`src/rtl/core/dqs_pkg.sv`:
```
`timescale 1ns / 1ps
`default_nettype none
// ----------------------------------------------------------------------------
// dqs_pkg
// Shared sizes, codes and state type of the deque with search unit.
// ----------------------------------------------------------------------------
package dqs_pkg;

  // ring store size and derived widths
  localparam int DEPTH   = 16;
  localparam int PTR_W   = $clog2(DEPTH);
  localparam int CNT_W   = $clog2(DEPTH + 1);
  localparam int SUM_W   = PTR_W + 1;
  localparam int VALUE_W = 32;
  localparam int POS_W   = 4;
  localparam int ACT_W   = 3;
  localparam int STAT_W  = 2;

  // request codes
  typedef enum logic [ACT_W-1:0] {
    ACT_PUSH_FRONT = 3'd0,
    ACT_PUSH_BACK  = 3'd1,
    ACT_POP_FRONT  = 3'd2,
    ACT_POP_BACK   = 3'd3,
    ACT_FIND       = 3'd4,
    ACT_READ_POS   = 3'd5
  } action_t;

  // result status codes
  typedef enum logic [STAT_W-1:0] {
    ST_DONE      = 2'd0,
    ST_EMPTY     = 2'd1,
    ST_NOT_FOUND = 2'd2,
    ST_FULL      = 2'd3
  } status_t;

  // sequencer states
  typedef enum logic [1:0] {
    S_IDLE = 2'd0,
    S_READ = 2'd1,
    S_SCAN = 2'd2,
    S_FIN  = 2'd3
  } state_t;

endpackage
`default_nettype wire

```
`src/rtl/core/dqs_if.sv`:
```
`timescale 1ns / 1ps
`default_nettype none
// ----------------------------------------------------------------------------
// dqs_if
// Request and result channels of the deque with search unit.
// ----------------------------------------------------------------------------

// request channel
interface dqs_in_if;
  logic                               valid;
  logic                               ready;
  logic [dqs_pkg::ACT_W-1:0]          action;
  logic signed [dqs_pkg::VALUE_W-1:0] item_value;
  logic [dqs_pkg::POS_W-1:0]          position;

  modport source (output valid, output action, output item_value, output position,
                  input ready);
  modport sink (input valid, input action, input item_value, input position,
                output ready);
endinterface

// result channel
interface dqs_out_if;
  logic                               valid;
  logic                               ready;
  logic [dqs_pkg::STAT_W-1:0]         status;
  logic [dqs_pkg::POS_W-1:0]          found_index;
  logic signed [dqs_pkg::VALUE_W-1:0] found_value;

  modport source (output valid, output status, output found_index, output found_value,
                  input ready);
  modport sink (input valid, input status, input found_index, input found_value,
                output ready);
endinterface
`default_nettype wire

```
`src/rtl/core/dqs_ram.sv`:
```
`timescale 1ns / 1ps
`default_nettype none
// ----------------------------------------------------------------------------
// dqs_ram
// Generic RAM, one write port and one read port with registered read data.
// ----------------------------------------------------------------------------
module dqs_ram #(
  parameter int WIDTH = 32,
  parameter int DEPTH = 16
) (
  input  wire logic                     clk,
  input  wire logic                     we,
  input  wire logic [$clog2(DEPTH)-1:0] waddr,
  input  wire logic [WIDTH-1:0]         wdata,
  input  wire logic [$clog2(DEPTH)-1:0] raddr,
  output logic      [WIDTH-1:0]         rdata
);

  logic [WIDTH-1:0] mem [DEPTH];

  // write port
  always_ff @(posedge clk) begin
    if (we) begin
      mem[waddr] <= wdata;
    end
  end

  // registered read port
  always_ff @(posedge clk) begin
    rdata <= mem[raddr];
  end

endmodule
`default_nettype wire

```
`src/rtl/core/deque_with_search_unit.sv`:
```
`timescale 1ns / 1ps
`default_nettype none
// Bounded double-ended queue of 32-bit values held in a ring RAM of DEPTH
// entries with a front pointer and an entry count. A push or pop moves the
// sequencer from idle straight to its finish state on acceptance, and so
// does a find or read on an empty ring, a read at or past the count or an
// unused code. A position read passes a read state first (one RAM read), and
// a find stays in a scan state while it compares entries. The find walks
// the ring one entry per cycle through the single RAM read port and one
// shared slot adder and comparator. In every case the result is loaded into
// the output register as the finish state returns to idle and the request
// side opens, but waits while an untaken result holds the output register. The
// request side takes a new item only when the sequencer is idle; a finished
// result sits there until taken, and the next item may be accepted meanwhile.
// ----------------------------------------------------------------------------
// deque_with_search_unit
// Ring-store deque with push/pop at both ends, linear find and position read.
// ----------------------------------------------------------------------------
module deque_with_search_unit (
  input  wire logic  clk,
  input  wire logic  rst_n,
  dqs_in_if.sink     in_ch,
  dqs_out_if.source  out_ch
);

  localparam int PTR_W = dqs_pkg::PTR_W;
  localparam int CNT_W = dqs_pkg::CNT_W;
  localparam int SUM_W = dqs_pkg::SUM_W;
  localparam int VW    = dqs_pkg::VALUE_W;
  localparam int PW    = dqs_pkg::POS_W;

  dqs_pkg::state_t      state_r, state_nxt;
  logic [PTR_W-1:0]     front_r, front_nxt;
  logic [CNT_W-1:0]     count_r, count_nxt;
  logic [PTR_W-1:0]     cur_r, cur_nxt;
  logic [VW-1:0]        val_r, val_nxt;
  dqs_pkg::status_t     res_status_r, res_status_nxt;
  logic [PW-1:0]        res_idx_r, res_idx_nxt;
  logic [VW-1:0]        res_value_r, res_value_nxt;

  logic                 out_valid_r;
  logic [dqs_pkg::STAT_W-1:0] out_status_r;
  logic [PW-1:0]        out_idx_r;
  logic [VW-1:0]        out_value_r;

  logic                 acc;
  logic                 is_full;
  logic                 is_empty;
  logic                 pos_ok;
  logic                 hit;
  logic                 last;
  logic                 out_free;
  logic [31:0]          pos_ext;
  logic [31:0]          cur_ext;
  logic [PTR_W-1:0]     off;
  logic [SUM_W-1:0]     sum;
  logic [PTR_W-1:0]     slot;
  dqs_pkg::action_t     act;

  logic                 ram_we;
  logic [PTR_W-1:0]     ram_waddr;
  logic [VW-1:0]        ram_wdata;
  logic [PTR_W-1:0]     ram_raddr;
  logic [VW-1:0]        ram_rdata;

  // request decode and flags
  assign act      = dqs_pkg::action_t'(in_ch.action);
  assign acc      = in_ch.valid && in_ch.ready;
  assign is_full  = 32'(count_r) == dqs_pkg::DEPTH;
  assign is_empty = count_r == '0;
  assign pos_ext  = 32'(in_ch.position);
  assign cur_ext  = 32'(cur_r);
  assign pos_ok   = pos_ext < 32'(count_r);
  assign hit      = ram_rdata == val_r;
  assign last     = (cur_ext + 32'd1) >= 32'(count_r);
  assign out_free = !out_valid_r || out_ch.ready;

  // offset select for the shared slot adder
  always_comb begin
    off = '0;
    unique case (state_r)
      dqs_pkg::S_IDLE: begin
        unique case (act)
          dqs_pkg::ACT_PUSH_FRONT: off = PTR_W'(dqs_pkg::DEPTH - 1);
          dqs_pkg::ACT_PUSH_BACK:  off = count_r[PTR_W-1:0];
          dqs_pkg::ACT_POP_FRONT:  off = PTR_W'(1);
          dqs_pkg::ACT_READ_POS:   off = pos_ext[PTR_W-1:0];
          default:                 off = '0;
        endcase
      end
      dqs_pkg::S_SCAN: off = cur_r + PTR_W'(1);
      default:         off = '0;
    endcase
  end

  // shared slot adder: front plus offset, wrapped at the ring size
  always_comb begin
    sum  = {1'b0, front_r} + {1'b0, off};
    slot = (sum >= SUM_W'(dqs_pkg::DEPTH)) ? PTR_W'(sum - SUM_W'(dqs_pkg::DEPTH))
                                           : sum[PTR_W-1:0];
  end

  // next state
  always_comb begin
    state_nxt = state_r;
    unique case (state_r)
      dqs_pkg::S_IDLE: begin
        if (acc) begin
          unique case (act)
            dqs_pkg::ACT_FIND:     state_nxt = is_empty ? dqs_pkg::S_FIN : dqs_pkg::S_SCAN;
            dqs_pkg::ACT_READ_POS: state_nxt = (is_empty || !pos_ok) ? dqs_pkg::S_FIN
                                                                     : dqs_pkg::S_READ;
            default:               state_nxt = dqs_pkg::S_FIN;
          endcase
        end
      end
      dqs_pkg::S_READ: state_nxt = dqs_pkg::S_FIN;
      dqs_pkg::S_SCAN: state_nxt = (hit || last) ? dqs_pkg::S_FIN : dqs_pkg::S_SCAN;
      dqs_pkg::S_FIN:  state_nxt = out_free ? dqs_pkg::S_IDLE : dqs_pkg::S_FIN;
      default:         state_nxt = dqs_pkg::S_IDLE;
    endcase
  end

  // pointer, count, scan and result updates
  always_comb begin
    front_nxt      = front_r;
    count_nxt      = count_r;
    cur_nxt        = cur_r;
    val_nxt        = val_r;
    res_status_nxt = res_status_r;
    res_idx_nxt    = res_idx_r;
    res_value_nxt  = res_value_r;
    unique case (state_r)
      dqs_pkg::S_IDLE: begin
        if (acc) begin
          val_nxt        = in_ch.item_value;
          cur_nxt        = '0;
          res_status_nxt = dqs_pkg::ST_DONE;
          res_idx_nxt    = '0;
          res_value_nxt  = '0;
          unique case (act)
            dqs_pkg::ACT_PUSH_FRONT: begin
              if (is_full) begin
                res_status_nxt = dqs_pkg::ST_FULL;
              end else begin
                front_nxt = slot;
                count_nxt = count_r + CNT_W'(1);
              end
            end
            dqs_pkg::ACT_PUSH_BACK: begin
              if (is_full) begin
                res_status_nxt = dqs_pkg::ST_FULL;
              end else begin
                count_nxt = count_r + CNT_W'(1);
              end
            end
            dqs_pkg::ACT_POP_FRONT: begin
              if (is_empty) begin
                res_status_nxt = dqs_pkg::ST_EMPTY;
              end else begin
                front_nxt = slot;
                count_nxt = count_r - CNT_W'(1);
              end
            end
            dqs_pkg::ACT_POP_BACK: begin
              if (is_empty) begin
                res_status_nxt = dqs_pkg::ST_EMPTY;
              end else begin
                count_nxt = count_r - CNT_W'(1);
              end
            end
            dqs_pkg::ACT_FIND: begin
              if (is_empty) begin
                res_status_nxt = dqs_pkg::ST_EMPTY;
              end
            end
            dqs_pkg::ACT_READ_POS: begin
              if (is_empty) begin
                res_status_nxt = dqs_pkg::ST_EMPTY;
              end else if (!pos_ok) begin
                res_status_nxt = dqs_pkg::ST_NOT_FOUND;
              end else begin
                res_idx_nxt = in_ch.position;
              end
            end
            default: ;
          endcase
        end
      end
      dqs_pkg::S_READ: begin
        res_value_nxt = ram_rdata;
      end
      dqs_pkg::S_SCAN: begin
        if (hit) begin
          res_status_nxt = dqs_pkg::ST_DONE;
          res_idx_nxt    = cur_ext[PW-1:0];
          res_value_nxt  = val_r;
        end else if (last) begin
          res_status_nxt = dqs_pkg::ST_NOT_FOUND;
        end else begin
          cur_nxt = cur_r + PTR_W'(1);
        end
      end
      default: ;
    endcase
  end

  // outputs to the ram and the request side
  always_comb begin
    in_ch.ready = state_r == dqs_pkg::S_IDLE;
    ram_we      = acc && !is_full &&
                  (act == dqs_pkg::ACT_PUSH_FRONT || act == dqs_pkg::ACT_PUSH_BACK);
    ram_waddr   = slot;
    ram_wdata   = in_ch.item_value;
    ram_raddr   = slot;
  end

  // control and working registers
  always_ff @(posedge clk) begin
    if (!rst_n) begin
      state_r <= dqs_pkg::S_IDLE;
      front_r <= '0;
      count_r <= '0;
    end else begin
      state_r <= state_nxt;
      front_r <= front_nxt;
      count_r <= count_nxt;
    end
  end

  always_ff @(posedge clk) begin
    cur_r        <= cur_nxt;
    val_r        <= val_nxt;
    res_status_r <= res_status_nxt;
    res_idx_r    <= res_idx_nxt;
    res_value_r  <= res_value_nxt;
  end

  // result output register
  always_ff @(posedge clk) begin
    if (!rst_n) begin
      out_valid_r <= 1'b0;
    end else if (state_r == dqs_pkg::S_FIN && out_free) begin
      out_valid_r <= 1'b1;
    end else if (out_ch.ready) begin
      out_valid_r <= 1'b0;
    end
  end

  always_ff @(posedge clk) begin
    if (state_r == dqs_pkg::S_FIN && out_free) begin
      out_status_r <= res_status_r;
      out_idx_r    <= res_idx_r;
      out_value_r  <= res_value_r;
    end
  end

  assign out_ch.valid       = out_valid_r;
  assign out_ch.status      = out_status_r;
  assign out_ch.found_index = out_idx_r;
  assign out_ch.found_value = out_value_r;

  // ring store
  dqs_ram #(
    .WIDTH (VW),
    .DEPTH (dqs_pkg::DEPTH)
  ) u_ram (
    .clk   (clk),
    .we    (ram_we),
    .waddr (ram_waddr),
    .wdata (ram_wdata),
    .raddr (ram_raddr),
    .rdata (ram_rdata)
  );

  // count never passes the ring size
  a_count_bound: assert property (@(posedge clk) disable iff (!rst_n)
    32'(count_r) <= dqs_pkg::DEPTH)
    else $error("entry count beyond ring size");

  // scan index stays inside the held entries
  a_scan_bound: assert property (@(posedge clk) disable iff (!rst_n)
    state_r == dqs_pkg::S_SCAN |-> cur_ext < 32'(count_r))
    else $error("scan index past entry count");

  // a scan leaves front and count alone
  a_scan_stable: assert property (@(posedge clk) disable iff (!rst_n)
    state_r == dqs_pkg::S_SCAN |=> $stable(count_r) && $stable(front_r))
    else $error("ring changed during scan");

  // a push into a full ring changes nothing
  a_full_push: assert property (@(posedge clk) disable iff (!rst_n)
    acc && is_full &&
    (act == dqs_pkg::ACT_PUSH_FRONT || act == dqs_pkg::ACT_PUSH_BACK)
    |=> $stable(count_r) && $stable(front_r) && res_status_r == dqs_pkg::ST_FULL)
    else $error("push into full ring not ignored");

endmodule
`default_nettype wire

```
`src/flat_wrapper.sv`:
```
// flat-port wrapper written by rule: the top's interface ports become plain ports
module deque_with_search_unit_flat 
  (clk, rst_n, in_ch_valid, in_ch_action, in_ch_item_value, in_ch_position, in_ch_ready, out_ch_valid, out_ch_status, out_ch_found_index, out_ch_found_value, out_ch_ready);
  dqs_in_if in_ch_i ();
  dqs_out_if out_ch_i ();
  input  wire logic clk;
  input  wire logic rst_n;
  input wire logic [$bits(in_ch_i.valid)-1:0] in_ch_valid;
  input wire logic [$bits(in_ch_i.action)-1:0] in_ch_action;
  input wire logic [$bits(in_ch_i.item_value)-1:0] in_ch_item_value;
  input wire logic [$bits(in_ch_i.position)-1:0] in_ch_position;
  output wire logic [$bits(in_ch_i.ready)-1:0] in_ch_ready;
  output wire logic [$bits(out_ch_i.valid)-1:0] out_ch_valid;
  output wire logic [$bits(out_ch_i.status)-1:0] out_ch_status;
  output wire logic [$bits(out_ch_i.found_index)-1:0] out_ch_found_index;
  output wire logic [$bits(out_ch_i.found_value)-1:0] out_ch_found_value;
  input wire logic [$bits(out_ch_i.ready)-1:0] out_ch_ready;
  assign in_ch_i.valid = in_ch_valid;
  assign in_ch_i.action = in_ch_action;
  assign in_ch_i.item_value = in_ch_item_value;
  assign in_ch_i.position = in_ch_position;
  assign in_ch_ready = in_ch_i.ready;
  assign out_ch_valid = out_ch_i.valid;
  assign out_ch_status = out_ch_i.status;
  assign out_ch_found_index = out_ch_i.found_index;
  assign out_ch_found_value = out_ch_i.found_value;
  assign out_ch_i.ready = out_ch_ready;
  deque_with_search_unit u_core (.clk(clk), .rst_n(rst_n), .in_ch(in_ch_i), .out_ch(out_ch_i));
endmodule
```
`config.mk`:
```
export PLATFORM = sky130hd
export DESIGN_NAME = deque_with_search_unit_flat
export DESIGN_NICKNAME = d
export VERILOG_FILES = /design/src/rtl/core/dqs_pkg.sv /design/src/rtl/core/dqs_if.sv /design/src/rtl/core/dqs_ram.sv /design/src/rtl/core/deque_with_search_unit.sv /design/src/flat_wrapper.sv
export SDC_FILE = /design/constraint.sdc
export NUM_CORES = 1
export LEC_CHECK = 0
export CAP_MARGIN = 20
export CELL_PAD_IN_SITES_DETAIL_PLACEMENT = 1
export CELL_PAD_IN_SITES_GLOBAL_PLACEMENT = 2
export CORE_ASPECT_RATIO = 1.4
export CORE_MARGIN = 2
export CORE_UTILIZATION = 45
export DETAILED_ROUTE_END_ITERATION = 8
export DONT_BUFFER_PORTS = 1
export PLACE_DENSITY = 0.77
export SYNTH_ARGS = -nofsm -noshare
export SYNTH_HDL_FRONTEND = slang
export SYNTH_SLANG_ARGS = --single-unit
```
`constraint.sdc`:
```
create_clock -name clk -period 10 [get_ports clk]
set_clock_uncertainty 0.2 [all_clocks]
set_input_delay 1 -clock clk [delete_from_list [all_inputs] [get_ports clk]]
set_output_delay 1 -clock clk [all_outputs]
set_load 0.02 [all_outputs]
```
==> flow_summary.ini <==
[route]
dr.pass1.iters = 5
drt_iter0_markers = 894
drt-wirelength-per-cell_um = 30.2
post_drt_via_cell_ratio = 5.95
route.detailed.drc = 0
vias = 11870
wl_um = 60300
ant_nets = 0

[clock_tree]
cts_setup_buffers = 0
cts_buffer_depth = 3
cts_tree = built
numCtsBuffers = 61
hold_buffers = 0
path_clk_slew_ns = 0.07
cts.sinks = 668
root_buffer = clkbuf_16
cts_resized = 0
clock_latency_ns = 0.64
cts_max_level = 2

[placement]
pre_cts_slack_ns = 4.70
numPortBuffers = 0
gp_congestion = 0.781
placed_cell_area_um2 = 26600
dp.cells = 1877
dpl.hpwl_um = 35000

[cells_and_area]
diodes = 0
fin_nets = 1270
drive_above_1_share_pct = 26.0
fin_area_um2 = 28800
area_growth_pct = 12.8
stdcell_count = 1994

[sta]
min_period_ns = 5.31
max_freq_mhz = 188
setup_viol = 0
worst_pin_slew_ns = 1.00
hold_viol = 0
fin_crit_sh_pct = 53.1
relSlewSlack_pct = 33.3
final_max_slew_viol_count = 0
fin_setup_tns_ns = 0
rsz0062_at_grt = false
postLayoutSetupSlackWorst_ns = 4.69

[grt]
grt_usage_pct = 21.2
grt-ovfl-total = 0
grt_max_degree = 100
antenna_found_initial = 0
grt_pass1_vias = 12943
grt_pass1_wl_um = 89300

[yosys]
synth_top_area_share_pct = 73.5
synthTopCellsByArea = edfxtp_1 (73%), mux4_2 (14%), dfxtp_1 (3.5%)
syn_nets = 1228
async_flop_share_pct = 0
yosysSeqAreaShare_pct = 76.9
yosys.area.top_type = edfxtp_1
synth-seq-cells = 668
synth.avg_cell_area_um2 = 21.9
synth_most_common_cell = edfxtp_1
synth_edf_count = 624
syn-cell-area_um2 = 25500
synth_common_cells = edfxtp_1 (624), mux4_2 (159), dfxtp_1 (44), xnor2_1 (40), clkbuf_1 (38)
synth_cell_type_count = 51
synth_ff_type = edfxtp_1
synthCells = 1164
yosysWarnings = 0

[outcome]
run_status = finished clean

[job]
maxCapViolCount = 0

[floorplan]
chipHeight_um = 286
die_w_um = 205
fp-row-count = 103
core_area_um2 = 56200
start_util_pct = 45.4
die-area_um2 = 58600
io_pins = 83

[worst_setup_path]
worst_path_largest_cell_delay_ns = 0.71
end_kind = register
critPathSlowestCell = nor3_2
critPathLaunchType = register
path_class = register to register
path_cells = inv_1 -> ha_2 -> buf_4 -> inv_1 -> o21ai_0 -> ha_4 -> inv_1 -> fa_4 -> xor2_1 -> nand2_1 -> nor3_2 -> buf_4
cp.required_ns = 10.06
arrival_ns = 5.37
cp_max_fo = 49
cp_common_cell = inv_1

[worst_hold_path]
hold_path.class = register to register

[pwr]
ir_drop_mv = 0.208
leakage_nw = 9.02
powerDensity_nw_per_um2 = 280
power_w = 0.00807
## final timing paths
check	slack [ns]	depth (start not counted)	start	endpoint
max reg2reg	4.69	12	u_core.state_r[0]	u_core.u_ram.mem[1][20]
min reg2reg	0.22	0	u_core.res_value_r[22]	u_core.out_ch.found_value[22]
min	0.22	0	u_core.res_value_r[22]	u_core.out_ch.found_value[22]
max	4.69	12	u_core.state_r[0]	u_core.u_ram.mem[1][20]
## report_power, final
group          internal, W  switching [W]  leakage, nW  total [W]
Combinational     0.000964        0.00108         1.92    0.00204
Sequential         0.00339       0.000168         6.05    0.00356
Clock              0.00144        0.00103         1.04    0.00247
Total              0.00579        0.00228         9.02    0.00807
## critical path: cells and delay by family (launching register included)
family	cells	cell delay [ns]
buffers and inverters	5	1.58
AO/OA/AOI/OAI	1	0.37
adder cells (fa/ha/maj)	3	0.80
XOR/XNOR	1	0.57
flip-flops	1	0.35
AND/OR/NAND/NOR	2	1.04
## layout by cell type, fill, tap and decap left out, types with 3 or more instances in the layout
cell type   count
a211oi_1        5
a21o_1          3
a21oi_1        10
a22oi_1        32
a31o_2          5
a31oi_1         3
and2_1          8
buf_4          33
bufinv_16       9
clkbuf_1       12
clkbuf_16      62
clkbuf_8        8
clkinv_1        5
clkinv_2       10
clkinv_4        3
clkinvlp_4      4
dfxtp_1        44
edfxtp_1      624
ha_1           17
inv_1          14
mux2i_1         5
mux4_2        159
nand2_1        13
nand2b_1        5
nand4_1         8
nor2_1         17
nor2b_1        35
nor3_2          8
nor4_2          9
o21ai_0         6
xnor2_1        39
xor2_1          3
## cell type report
| type | count | area (um^2) |
|---|---|---|
| clock inverter | 34 | 440 |
| multi-input combinational | 425 | 5720 |
| fill | 4959 | 27400 |
| clock buffer | 82 | 1710 |
| tap | 735 | 920 |
| sequential | 668 | 19600 |
| inverter | 14 | 52.6 |
| timing repair buffer | 36 | 310 |
## stage by stage
stage | utilization, % | hold WS [ns]
finish | 51.2 | 0.216
global route | 51.2 | 0.221
CTS | 51.2 | 0.218
detailed placement | 47.4 | 0.206
global placement | 47.3 | 0.201
floorplan | - | 0.200
## state kept, by name, summed over array words and instances, names as in the netlist
name                       cells
u_core.count_r                 5
u_core.cur_r                   4
u_core.front_r                 4
u_core.out_ch.found_index      4
u_core.out_ch.found_value     32
u_core.out_ch.status           2
u_core.out_ch.valid            1
u_core.res_idx_r               4
u_core.res_status_r            2
u_core.res_value_r            32
u_core.state_r                 2
u_core.u_ram.mem             512
u_core.u_ram.rdata            32
u_core.val_r                  32
## cells by family after synthesis
group / synth area share [%]
flops: 76.9
fa+ha+maj: 1.09
mux: 14.3
simple gates: 2.41
compound gates: 2.44
xor+xnor: 1.54
buf+inv: 1.25
## metal layers
layer  vias up  track usage, %  share of wire (%)
met5         -               0                  0
met4         0            6.89                3.0
met3       106            3.83                5.1
met2       399            36.6                 52
met1      6453            27.4                 40
li1       4912               -                  -
Note: power is estimated with default switching activity, not from simulation.
